--- src/rtl/dtn_pkg.sv ---
`timescale 1ns / 1ps
// dtn_pkg: shared types, constants and state encoding for the detection
// threshold / NMS block. No dependencies.
package dtn_pkg;

    localparam int DTN_MAX_CAND = 64;

    // configuration register indexes (byte address = 4 * index)
    localparam logic [1:0] REG_OBJ_THR     = 2'd0;
    localparam logic [1:0] REG_SCORE_THR   = 2'd1;
    localparam logic [1:0] REG_OVERLAP_THR = 2'd2;

    localparam logic [15:0] OBJ_THR_RST     = 16'd16384;
    localparam logic [15:0] SCORE_THR_RST   = 16'd16384;
    localparam logic [15:0] OVERLAP_THR_RST = 16'd14746;

    localparam logic [15:0] CONF_MAX = 16'd32768;

    // one stored candidate, 104 bits
    typedef struct packed {
        logic signed [17:0] x1;
        logic signed [17:0] y1;
        logic signed [17:0] x2;
        logic signed [17:0] y2;
        logic [15:0]        conf;
        logic [15:0]        tag;
    } dtn_cand_t;

    typedef enum logic [3:0] {
        ST_IDLE,
        ST_LOAD,
        ST_RESOLVE,
        ST_SEL_START,
        ST_SEL_RD,
        ST_SEL_CMP,
        ST_MARK,
        ST_SUP_RD,
        ST_SUP_W1,
        ST_SUP_W2,
        ST_SUP_W3,
        ST_SUP_W4,
        ST_SUP_CHK,
        ST_EMIT,
        ST_EMIT_NONE,
        ST_WAIT
    } dtn_state_t;

    typedef struct packed {
        logic store;       // filter and store the captured item
        logic idx_clr;
        logic idx_inc;
        logic rd_en;
        logic sel_cmp;     // compare read entry against best so far
        logic best_clr;
        logic mark_best;
        logic mark_sup;    // mark scanned entry if overlap too high
        logic emit_kept;
        logic emit_none;
        logic clear_frame;
    } dtn_cmd_t;

    typedef struct packed {
        logic frame_end;
        logic count_zero;
        logic idx_last;
        logic idx_done;
        logic out_free;
        logic out_last;
    } dtn_sts_t;

endpackage

--- src/rtl/dtn_ctrl.sv ---
`timescale 1ns / 1ps
// dtn_ctrl: sequencer for load, best-pick scan, suppression scan and
// emission. Uses dtn_pkg.
module dtn_ctrl
    import dtn_pkg::*;
(
    input  logic     clk,
    input  logic     rst_n,
    input  logic     in_accept,
    input  dtn_sts_t sts,
    output dtn_cmd_t cmd,
    output logic     idle
);

    dtn_state_t state_reg, state_next;

    always_ff @(posedge clk or negedge rst_n)
    begin
        if (!rst_n)
            state_reg <= ST_IDLE;
        else
            state_reg <= state_next;
    end

    always_comb
    begin
        state_next = state_reg;
        case (state_reg)
            ST_IDLE:      if (in_accept) state_next = ST_LOAD;
            ST_LOAD:      state_next = sts.frame_end ? ST_RESOLVE : ST_IDLE;
            ST_RESOLVE:   state_next = sts.count_zero ? ST_EMIT_NONE : ST_SEL_START;
            ST_SEL_START: state_next = ST_SEL_RD;
            ST_SEL_RD:    state_next = ST_SEL_CMP;
            ST_SEL_CMP:   state_next = sts.idx_last ? ST_MARK : ST_SEL_RD;
            ST_MARK:      state_next = ST_SUP_RD;
            ST_SUP_RD:
            begin
                if (!sts.idx_done)
                    state_next = ST_SUP_W1;
                else if (sts.idx_last)
                    state_next = ST_EMIT;
            end
            ST_SUP_W1:    state_next = ST_SUP_W2;
            ST_SUP_W2:    state_next = ST_SUP_W3;
            ST_SUP_W3:    state_next = ST_SUP_W4;
            ST_SUP_W4:    state_next = ST_SUP_CHK;
            ST_SUP_CHK:   state_next = sts.idx_last ? ST_EMIT : ST_SUP_RD;
            ST_EMIT:      state_next = ST_WAIT;
            ST_EMIT_NONE: state_next = ST_WAIT;
            ST_WAIT:
            begin
                if (sts.out_free)
                    state_next = sts.out_last ? ST_IDLE : ST_SEL_START;
            end
            default:      state_next = ST_IDLE;
        endcase
    end

    always_comb
    begin
        cmd  = '0;
        idle = 1'b0;
        case (state_reg)
            ST_IDLE:      idle = 1'b1;
            ST_LOAD:      cmd.store = 1'b1;
            ST_SEL_START:
            begin
                cmd.idx_clr  = 1'b1;
                cmd.best_clr = 1'b1;
            end
            ST_SEL_RD:    cmd.rd_en = 1'b1;
            ST_SEL_CMP:
            begin
                cmd.sel_cmp = 1'b1;
                cmd.idx_inc = !sts.idx_last;
            end
            ST_MARK:
            begin
                cmd.mark_best = 1'b1;
                cmd.idx_clr   = 1'b1;
            end
            ST_SUP_RD:
            begin
                cmd.rd_en   = !sts.idx_done;
                cmd.idx_inc = sts.idx_done && !sts.idx_last;
            end
            ST_SUP_CHK:
            begin
                cmd.mark_sup = 1'b1;
                cmd.idx_inc  = !sts.idx_last;
            end
            ST_EMIT:      cmd.emit_kept = 1'b1;
            ST_EMIT_NONE: cmd.emit_none = 1'b1;
            ST_WAIT:      cmd.clear_frame = sts.out_free && sts.out_last;
            default:      cmd = '0;
        endcase
    end

endmodule

--- config.mk ---
export PLATFORM = sky130hd
export DESIGN_NAME = dtn_ctrl
export DESIGN_NICKNAME = d
export VERILOG_FILES = /design/src/rtl/dtn_pkg.sv /design/src/rtl/dtn_ctrl.sv
export SDC_FILE = /design/constraint.sdc
export NUM_CORES = 1
export LEC_CHECK = 0
export ABC_AREA = 1
export BUFFER_PORTS_ARGS = -buffer_cell sky130_fd_sc_hd__buf_2
export CORE_AREA = 2 2 39 41
export DETAILED_ROUTE_END_ITERATION = 12
export DIE_AREA = 0 0 41 43
export GPL_TIMING_DRIVEN = 0
export SYNTH_ARGS = -nofsm -noshare
export SYNTH_HDL_FRONTEND = slang
export SYNTH_SLANG_ARGS = --single-unit
--- constraint.sdc ---
create_clock -name clk -period 2.08 [get_ports clk]
set_input_delay 0.624 -clock clk [delete_from_list [all_inputs] [get_ports clk]]
set_output_delay 0.624 -clock clk [all_outputs]
set_load 0.01 [all_outputs]
=== Word level (Yosys, flattened, before mapping) ===
Index checks and enable logic that the tools add are counted.

* Bits of input ports: 9
* Bits in registers: 4
* Logic and storage cells: 50

* Reduce and logical (&&, ||, !) cells: 9
* Equal/unequal tests: 18
* Mux-type cells: 22

{| class="wikitable"
|+ Operators with widths
! cell !! count
|-
| case mux 4 bit (15 select lines) || 1
|-
| == test 4 bit (second input constant) || 8
|-
| two-way mux 4 bit || 6
|-
| == test 4 x 3 -> 1 bit (second input constant) || 4
|-
| two-way mux 1 bit || 10
|-
| == test 4 x 2 -> 1 bit (second input constant) || 2
|-
| two-way mux 2 bit || 3
|-
| OR reduction 2 bit || 3
|-
| == test 4 x 1 -> 1 bit (second input constant) || 1
|-
| logical NOT 4 bit || 1
|-
| inequality test 2 bit (second input constant) || 2
|-
| case mux 1 bit (2 select lines) || 2
|-
| inequality test 3 bit (second input constant) || 1
|-
| AND reduction 3 bit || 1
|-
| logical AND 1 bit || 2
|-
| logical NOT 1 bit || 2
|}

=== Depth between registers and ports, before layout ===
Gate-level depths: netlist (run 1).

* Depth after elaboration: 3
* Gate-level depth with buffers: 8

=== Least setup slack after synthesis (run 1) ===
No wires, ideal clock.

* Kind: reg-to-output
* Start: register state_reg[0]
* End: output cmd[8] in the netlist's numbering
* Data arrival time: 1.130 ns
* Path slack: 0.326 ns
* Stages on the path, launching flop included: 7
* Path through: dfrtp_1 > inv_1 > nor2_1 > inv_1 > nor2_1 > nor2_1 > a21oi_1

{| class="wikitable"
|+ RTL lines
! element !! line !! source
|-
| start, declared || dtn_ctrl.sv:15 || <nowiki>dtn_state_t state_reg, state_next;</nowiki>
|-
| start signal, assigned || dtn_ctrl.sv:22 || <nowiki>state_reg <= state_next;</nowiki>
|-
| end, declared || dtn_ctrl.sv:11 || <nowiki>output dtn_cmd_t cmd,</nowiki>
|}

==> impl_metrics.py, run 1 <==
metrics = {
    "status": {
        "status": "finished clean",
    },
    "timing": {
        "setup_violations": 0,
        "worst_clock_skew_ns": 0.00357,
        "rsz0062_at_grt": "yes",
        "slew_headroom": 0.839,
        "timing.final.ws_setup_ns": 0.0876,
        "tightest_slew_ns": 0.240,
        "max_freq_ghz": 0.502,
        "fin_crit_ns": 1.99,
        "post-route-period-util": 0.958,
        "finalHoldViolCount": 0,
        "drv_slew": 0,
    },
    "clocking": {
        "cts_root_buf": "clkbuf_4",
        "clockBufferDepth": 2,
        "path_clk_slew_ns": 0.04,
        "cts_tree": "yes",
        "postCtsSetupRepairBufs": 0,
        "postCtsHoldBufs": 0,
        "numCtsBuffers": 3,
        "clk_latency_ns": 0.23,
        "clock-sinks": 4,
        "htree_levels": 1,
    },
    "synthesis": {
        "syn_inst": 91,
        "synth_cell_types": 12,
        "yosys-top-cells-area": "nand2_1 (24%), dfrtp_1 (22%), nor2_1 (18%)",
        "synth_area_sq_um": 460,
        "ys_seq_area_frac": 0.217,
        "synth_warnings": 0,
        "ys_ff_latch": 4,
        "yosysTopAreaCell": "nand2_1",
        "syn_area_per_cell_sq_um": 5.06,
        "syn_nets": 100,
        "synth_top_area_frac": 0.245,
    },
    "placed_design": {
        "dp_hpwl_um": 1000,
        "gp_congestion": 0.890,
        "place_ws_ns": 0.194,
        "io_buffers": 20,
        "dp.cells": 127,
        "dpl_cell_area_sq_um": 581,
    },
    "drt": {
        "drc": 0,
        "finalWirelength_um": 1220,
        "drt_iter0_drc": 24,
        "vias_per_cell": 4.64,
        "drtAntennaViolNets": 0,
        "avgRoutedWirePerCell_um": 9.35,
        "num_vias": 603,
        "drt-pass1-iter-count": 4,
    },
    "floorplanning": {
        "die_area_sq_um": 1760,
        "die_w_um": 41,
        "pin_count": 21,
        "die_y_um": 43,
        "core_area_sq_um": 1380,
        "rows": 14,
        "initial_core_util": 0.333,
    },
    "setup_path": {
        "critPathArrivalTime_ns": 1.37,
        "critPathRequiredTime_ns": 1.46,
        "crit_type": "flop to output port",
        "cpPeakStageDelay_ns": 0.42,
        "path_buf_inv": 1,
        "crit_path_start_kind": "flop",
        "path_max_fanout": 10,
        "crit_family": "simple AND/OR/NAND/NOR gates",
        "critPathSlowestCell": "dfrtp_2",
        "cp-end-kind": "output port",
        "crit_chain": "nand2_2 -> nor2_1 -> nand2_1 -> a21oi_1 -> buf_2",
    },
    "cells_and_area": {
        "final_core_util": 0.452,
        "instances_no_fill": 130,
        "largest_reg_flops": 4,
        "final_cell_mix": "nand2_1 (28), buf_2 (20), nor2_1 (18)",
        "fillers": 167,
        "final_area_sq_um": 626,
        "drive_above_1_share": 0.298,
        "synthToLayoutAreaGrowth_pct": 35.9,
        "fin_nets": 125,
        "mostFrequentLayoutCell": "nand2_1",
        "diodes": 0,
    },
    "global_routing": {
        "antenna_found_initial": 0,
        "gr-total-overflow": 0,
        "grt.total_usage": 0.162,
        "grt_pass1_vias": 522,
        "grt_first_pass_wirelength_um": 1990,
        "grt_max_degree": 11,
    },
    "pwr": {
        "p_leak_nw": 0.412,
        "p_per_area_nw_per_um2": 1420,
        "ir_drop_mv": 0.729,
    },
    "worst_hold_path": {
        "hp-class": "primary input to async pin",
    },
    "run": {
        "maxCapViolations": 0,
    },
}
metrics by stage:
| step | setup TNS (ns) | hold slack, ns | power (W) |
|---|---|---|---|
| 2_1_floorplan | 0 | 0.328 | 0.000581 |
| 3_5_place_dp | 0 | 0.429 | 0.000747 |
| 6_report | 0 | 0.189 | 0.000887 |
| 4_1_cts | 0 | 0.179 | 0.000848 |
| 3_3_place_gp | 0 | 0.429 | 0.000751 |
| 5_1_grt | -0.0370 | 0.174 | 0.00100 |
worst reg2reg max path, cell delays in order, from the launching register on:
cell and delay, ns:
dfrtp_2 0.44, nand2_2 0.19, nor2_1 0.07, nand2_1 0.15, nand2_1 0.07, nor2_1 0.11, nand2_1 0.06, nand2_1 0.05
nand2_1 0.05
area by class of cell:
cell class / instances / area, sq um / share of cell area
clock buffer: 3 / 22.5 / 0.0360
timing repair buffer: 20 / 100 / 0.160
sequential: 4 / 103 / 0.164
multi-input combinational: 71 / 320 / 0.512
tap: 16 / 20.0 / 0.0320
inverter: 16 / 60.1 / 0.0960
synthesized netlist by cell type (all sizes together):
master  count
a21oi       1
dfrtp       4
inv        16
nand2      31
nand3       8
nor2       23
nor4        1
o21ai       5
o22ai       2
cell families (layout without fill, tap and decap cells):
group                  count (synthesis)  after routing  synth area share
AO/OA/AOI/OAI                          8              8             0.101
buffers and inverters                 16             39             0.130
flip-flops                             4              4             0.217
AND/OR/NAND/NOR                       63             63             0.552
final timing paths:
| check | slack, ns | start | endpoint | cells past startpoint |
|---|---|---|---|---|
| max in group asynchronous | 1.76 | rst_n | state_reg[1] | 1 |
| setup / recovery | 0.09 | state_reg[1] | cmd[8] | 5 |
| setup reg to reg | 0.77 | state_reg[1] | state_reg[0] | 8 |
| hold reg to reg | 0.78 | state_reg[1] | state_reg[0] | 5 |
| min in group clk | 0.71 | sts[1] | state_reg[3] | 4 |
| hold / removal | 0.19 | rst_n | state_reg[0] | 1 |
where the power goes:
part | switching [W] | total (W) | internal [W]
Clock | 0.0000276 | 0.0000918 | 0.0000642
Sequential | 0.0000622 | 0.000185 | 0.000123
Combinational | 0.000398 | 0.000610 | 0.000212
Total | 0.000488 | 0.000887 | 0.000399
per-layer routing:
| layer | vias to the layer above | share of wire | wire length [um] | GRT usage |
|---|---|---|---|---|
| li1 | 325 | - | - | - |
| met1 | 267 | 0.47 | 573 | 0.221 |
| met2 | 11 | 0.49 | 601 | 0.244 |
| met3 | 0 | 0.034 | 41 | 0.0471 |
| met4 | 0 | 0 | 0 | 0.0400 |
| met5 | - | 0 | 0 | 0 |
repair_timing:
| action | in CTS | in global routing |
|---|---|---|
| hold endpoints to repair | 0 | 0 |
| endpoints found under the setup margin | 0 | 2 |
| resized for setup | 0 | 9 |
No activity file was read; power rests on OpenSTA's default activity.
==> inputs of run 2 (changes only) <==
Settings changed: PLACE_DENSITY from default to 0.73.
==> impl_metrics.py, run 2 (same netlist as run 1, synthesis figures left out) <==
metrics = {
    "pwr": {
        "intPower_w": 0.000403,
        "p_leak_nw": 0.415,
        "clkPwrFrac": 0.106,
        "seqPwrFrac": 0.212,
        "p_sw_frac": 0.552,
        "switchingPower_w": 0.000495,
        "ir_drop_mv": 0.723,
        "p_per_area_nw_per_um2": 1430,
        "power_frac_comb": 0.682,
    },
    "clocking": {
        "clk_latency_ns": 0.23,
        "clock-sinks": 4,
        "cts_tree": "yes",
        "cts_root_buf": "clkbuf_4",
        "clockBufferDepth": 2,
        "path_clk_slew_ns": 0.04,
        "htree_levels": 1,
        "numCtsBuffers": 3,
        "postCtsHoldBufs": 0,
    },
    "floorplanning": {
        "core_area_sq_um": 1380,
        "pin_count": 21,
        "die_w_um": 41,
        "die_area_sq_um": 1760,
        "rows": 14,
        "die_y_um": 43,
        "initial_core_util": 0.333,
    },
    "drt": {
        "drt-pass1-iter-count": 4,
        "finalWirelength_um": 1230,
        "drc": 0,
        "vias_per_cell": 4.73,
        "drtAntennaViolNets": 0,
        "num_vias": 615,
        "avgRoutedWirePerCell_um": 9.49,
        "drt_iter0_drc": 15,
    },
    "cells_and_area": {
        "drive_above_1_share": 0.325,
        "final_core_util": 0.455,
        "final_cell_mix": "nand2_1 (28), buf_2 (20), nor2_1 (17)",
        "largest_reg_flops": 4,
        "synthToLayoutAreaGrowth_pct": 36.7,
        "diodes": 0,
        "mostFrequentLayoutCell": "nand2_1",
        "fin_nets": 125,
    },
    "global_routing": {
        "gr-total-overflow": 0,
        "antenna_found_initial": 0,
        "grt_pass1_vias": 513,
        "grt.total_usage": 0.168,
        "grt_max_degree": 11,
        "grt_first_pass_wirelength_um": 2040,
    },
    "setup_path": {
        "r2r_end": "state_reg[1]",
        "critPathRequiredTime_ns": 1.46,
        "ff2ff_path_depth": 6,
        "crit_type": "flop to output port",
        "cpPeakStageDelay_ns": 0.42,
        "crit_path_frequent_cell": "nor2_2",
        "critPathSlowestCell": "dfrtp_2",
        "path_max_fanout": 4,
        "rrSetupSlack_ns": 0.72,
        "r2r_start": "state_reg[2]",
        "crit_path_start_kind": "flop",
        "critPathArrivalTime_ns": 1.36,
        "crit_chain": "inv_2 -> nor2_2 -> inv_1 -> nor2_2 -> nor2_1 -> a21oi_1 -> buf_2",
        "cp-end-kind": "output port",
    },
    "placed_design": {
        "dp_hpwl_um": 965,
        "io_buffers": 20,
        "gp_congestion": 0.912,
    },
    "timing": {
        "finalHoldViolCount": 0,
        "setup_violations": 0,
        "tightest_slew_ns": 0.297,
        "rsz0062_at_grt": "yes",
        "fin_crit_ns": 1.99,
        "post-route-period-util": 0.955,
        "max_freq_ghz": 0.503,
        "drv_slew": 0,
        "slew_headroom": 0.801,
        "worst_clock_skew_ns": 0.00122,
        "fin_setup_tns_ns": 0,
    },
    "run": {
        "maxCapViolations": 0,
    },
    "status": {
        "status": "finished clean",
    },
    "worst_hold_path": {
        "hp-class": "primary input to async pin",
    },
}
==> run 2: cell types whose count changed in the layout (fill, tap and decap cells not counted) <==
cell     change
nand2_2      -1
inv_1        -1
inv_2        +1
nor2_1       -1
dfrtp_2      +1
nor2_4       -1
nand2_4      +1
dfrtp_1      -1
nor2_2       +2
==> run 2: timing repair <==
action | CTS | global route
setup endpoints to repair | 0 | 3
setup buffers | 0 | 0
gates resized for setup | 0 | 12
==> run 2: power by group through the flow <==
stage | clock network [W] | logic, W | registers (W)
after floorplan | 0 | 0.000425 | 0.000156
after global placement | 0 | 0.000576 | 0.000164
after detailed placement | 0 | 0.000582 | 0.000164
after CTS | 0.000100 | 0.000584 | 0.000163
after global routing | 0.000110 | 0.000698 | 0.000198
final | 0.0000955 | 0.000612 | 0.000190
==> run 2: how the worst max path moves through the flow <==
stage | start | slack (ns) | cells past startpoint | to
2_1_floorplan | state_reg[0] | 0.33 | 6 | cmd[8]
3_3_place_gp | sts[2] | 0.19 | 6 | cmd[8]
3_5_place_dp | sts[2] | 0.19 | 6 | cmd[8]
4_1_cts | state_reg[0] | 0.02 | 7 | cmd[8]
5_1_grt | state_reg[0] | -0.02 | 6 | cmd[8]
6_report | state_reg[0] | 0.09 | 7 | cmd[8]
==> run 2: layer usage <==
layer	global-route usage	vias up	routed length (um)
li1	-	329	-
met1	0.231	263	538
met2	0.244	21	621
met3	0.0157	2	55
met4	0.100	0	19
met5	0	-	0
==> run 2: metrics by stage <==
step	cell area [sq um]	std cells	total power, W	hold slack [ns]	setup slack (ns)
2_1_floorplan	460	91	0.000581	0.328	0.326
3_3_place_gp	581	127	0.000741	0.427	0.186
3_5_place_dp	581	127	0.000746	0.429	0.187
4_1_cts	603	130	0.000847	0.179	0.0187
5_1_grt	629	130	0.00101	0.169	-0.0249
6_report	629	130	0.000898	0.184	0.0928
==> run 2: final cells by class <==
class                           instances  area, sq um
Clock buffer                            3         22.5
Fill cell                             150          754
Inverter                               16         60.1
Multi-Input combinational cell         71          323
Sequential cell                         4          104
Tap cell                               16         20.0
Timing Repair Buffer                   20          100
==> run 2: critical path: cells and delay by family, from the launching register on <==
family	cells	cell delay, ns
flops	1	0.42
simple gates	3	0.31
buf+inv	3	0.30
compound gates	1	0.11
==> inputs of run 3 (changes only) <==
Settings changed: CORE_AREA 2 2 39 41 to 3 3 40 42, DIE_AREA 0 0 41 43 to 0 0 43 45.
==> impl_metrics.py, run 3 (same netlist as run 1, synthesis figures left out) <==
metrics = {
    "cells_and_area": {
        "diodes": 0,
        "register_area_sq_um": 104,
        "mostFrequentLayoutCell": "nand2_1",
        "largest_reg_flops": 4,
        "final_cell_mix": "nand2_1 (28), buf_2 (20), nor2_1 (18)",
        "final_core_util": 0.491,
        "multiInputGateArea_sq_um": 325,
        "drive_above_1_share": 0.307,
        "fillers": 130,
        "synthToLayoutAreaGrowth_pct": 37.0,
        "fin_nets": 125,
    },
    "timing": {
        "fin_crit_ns": 1.98,
        "holdWs_ns": 0.185,
        "tightest_slew_ns": 0.240,
        "setup_violations": 0,
        "timing.final.ws_setup_ns": 0.0957,
        "post-route-period-util": 0.954,
        "drv_slew": 0,
        "max_freq_ghz": 0.504,
        "fin_setup_tns_ns": 0,
        "worst_clock_skew_ns": 0.00474,
        "rsz0062_at_grt": "yes",
        "slew_headroom": 0.839,
        "finalHoldViolCount": 0,
    },
    "placed_design": {
        "dp_hpwl_um": 1010,
        "gp_congestion": 0.861,
        "place_ws_ns": 0.193,
        "io_buffers": 20,
    },
    "drt": {
        "drc": 0,
        "vias_per_cell": 4.66,
        "drt_iter0_drc": 16,
        "num_vias": 601,
        "drtAntennaViolNets": 0,
        "avgRoutedWirePerCell_um": 9.66,
        "finalWirelength_um": 1250,
        "drt-pass1-iter-count": 4,
    },
    "floorplanning": {
        "initial_core_util": 0.358,
        "core_area_sq_um": 1280,
        "die_y_um": 45,
        "pin_count": 21,
        "die_w_um": 43,
        "rows": 13,
        "die_area_sq_um": 1940,
    },
    "clocking": {
        "clk_latency_ns": 0.23,
        "cts_tree": "yes",
        "cts_root_buf": "clkbuf_4",
        "clock-sinks": 4,
        "postCtsSetupRepairBufs": 0,
        "numCtsBuffers": 3,
        "clockBufferDepth": 2,
        "path_clk_slew_ns": 0.04,
        "postCtsHoldBufs": 0,
        "htree_levels": 1,
    },
    "global_routing": {
        "use_met3": 0.0478,
        "grt_pass1_vias": 531,
        "antenna_found_initial": 0,
        "grt.total_usage": 0.143,
        "use_met2": 0.231,
        "grt_first_pass_wirelength_um": 2100,
        "use_met1": 0.186,
        "gr-total-overflow": 0,
        "globalRoute.busiestLayer": "met2",
        "grt_max_degree": 11,
    },
    "pwr": {
        "p_leak_nw": 0.417,
        "ir_drop_mv": 0.885,
        "p_per_area_nw_per_um2": 1430,
        "power.total_w": 0.000899,
    },
    "setup_path": {
        "path_max_fanout": 6,
        "crit_path_frequent_cell": "inv_1",
        "critPathArrivalTime_ns": 1.36,
        "critPathRequiredTime_ns": 1.46,
        "cpPeakStageDelay_ns": 0.45,
        "crit_type": "flop to output port",
        "crit_path_start_kind": "flop",
        "critPathSlowestCell": "dfrtp_2",
        "crit_chain": "nand2_2 -> inv_1 -> nand2_1 -> inv_1 -> nor2_1 -> a21oi_1 -> buf_2",
        "cp-end-kind": "output port",
    },
    "run": {
        "maxCapViolations": 0,
    },
    "worst_hold_path": {
        "hp-class": "primary input to async pin",
    },
    "status": {
        "status": "finished clean",
    },
}
## run 3: cell count changes in the layout (fill, tap and decap cells not counted)
cell / before / now
inv_1: 15 / 16
nor2_4: 0 / 1
inv_2: 1 / 0
nor2_2: 6 / 4
nor2_1: 17 / 18
## run 3: area by class of cell
type | instances | share of cell area
timing repair buffer | 20 | 0.159
inverter | 16 | 0.0952
multi-input combinational | 71 | 0.516
sequential | 4 | 0.165
clock buffer | 3 | 0.0357
tap | 15 | 0.0298
## run 3: critical path, delay by kind of cell, from the launching register on
family | cells | cell delay [ns]
simple gates | 3 | 0.34
flops | 1 | 0.45
buf+inv | 3 | 0.29
compound gates | 1 | 0.06
## run 3: power breakdown
part | leakage, nW | internal (W) | switching, W
combinational | 0.358 | 0.000215 | 0.000394
clock | 0.0138 | 0.0000643 | 0.0000291
sequential | 0.0457 | 0.000125 | 0.0000716
## run 3: through the flow
step	std cells	area, sq um
finish	129	631
global route	129	631
CTS	129	602
detailed placement	126	579
global placement	126	579
floorplan	91	460
## run 3: path summary, 6_finish.rpt
kind	startpoint	endpoint	slack, ns	cells past startpoint
setup / recovery	state_reg[2]	cmd[8]	0.1	7
min in group clk	sts[1]	state_reg[3]	0.69	4
max in group asynchronous	rst_n	state_reg[2]	1.76	1
setup reg to reg	state_reg[3]	state_reg[1]	0.81	6
hold reg to reg	state_reg[0]	state_reg[0]	0.78	5
hold / removal	rst_n	state_reg[3]	0.19	1
## run 3: what timing repair did
action                                 4_1_cts  5_1_grt
endpoints found under the hold margin        0        0
setup endpoints to repair                    0        3
gates resized for setup                      0       11
## run 3: metal layers
metal	routed length, um	vias up
met5	0	-
met4	0	0
met3	79	0
met2	614	18
met1	552	258
li1	-	325
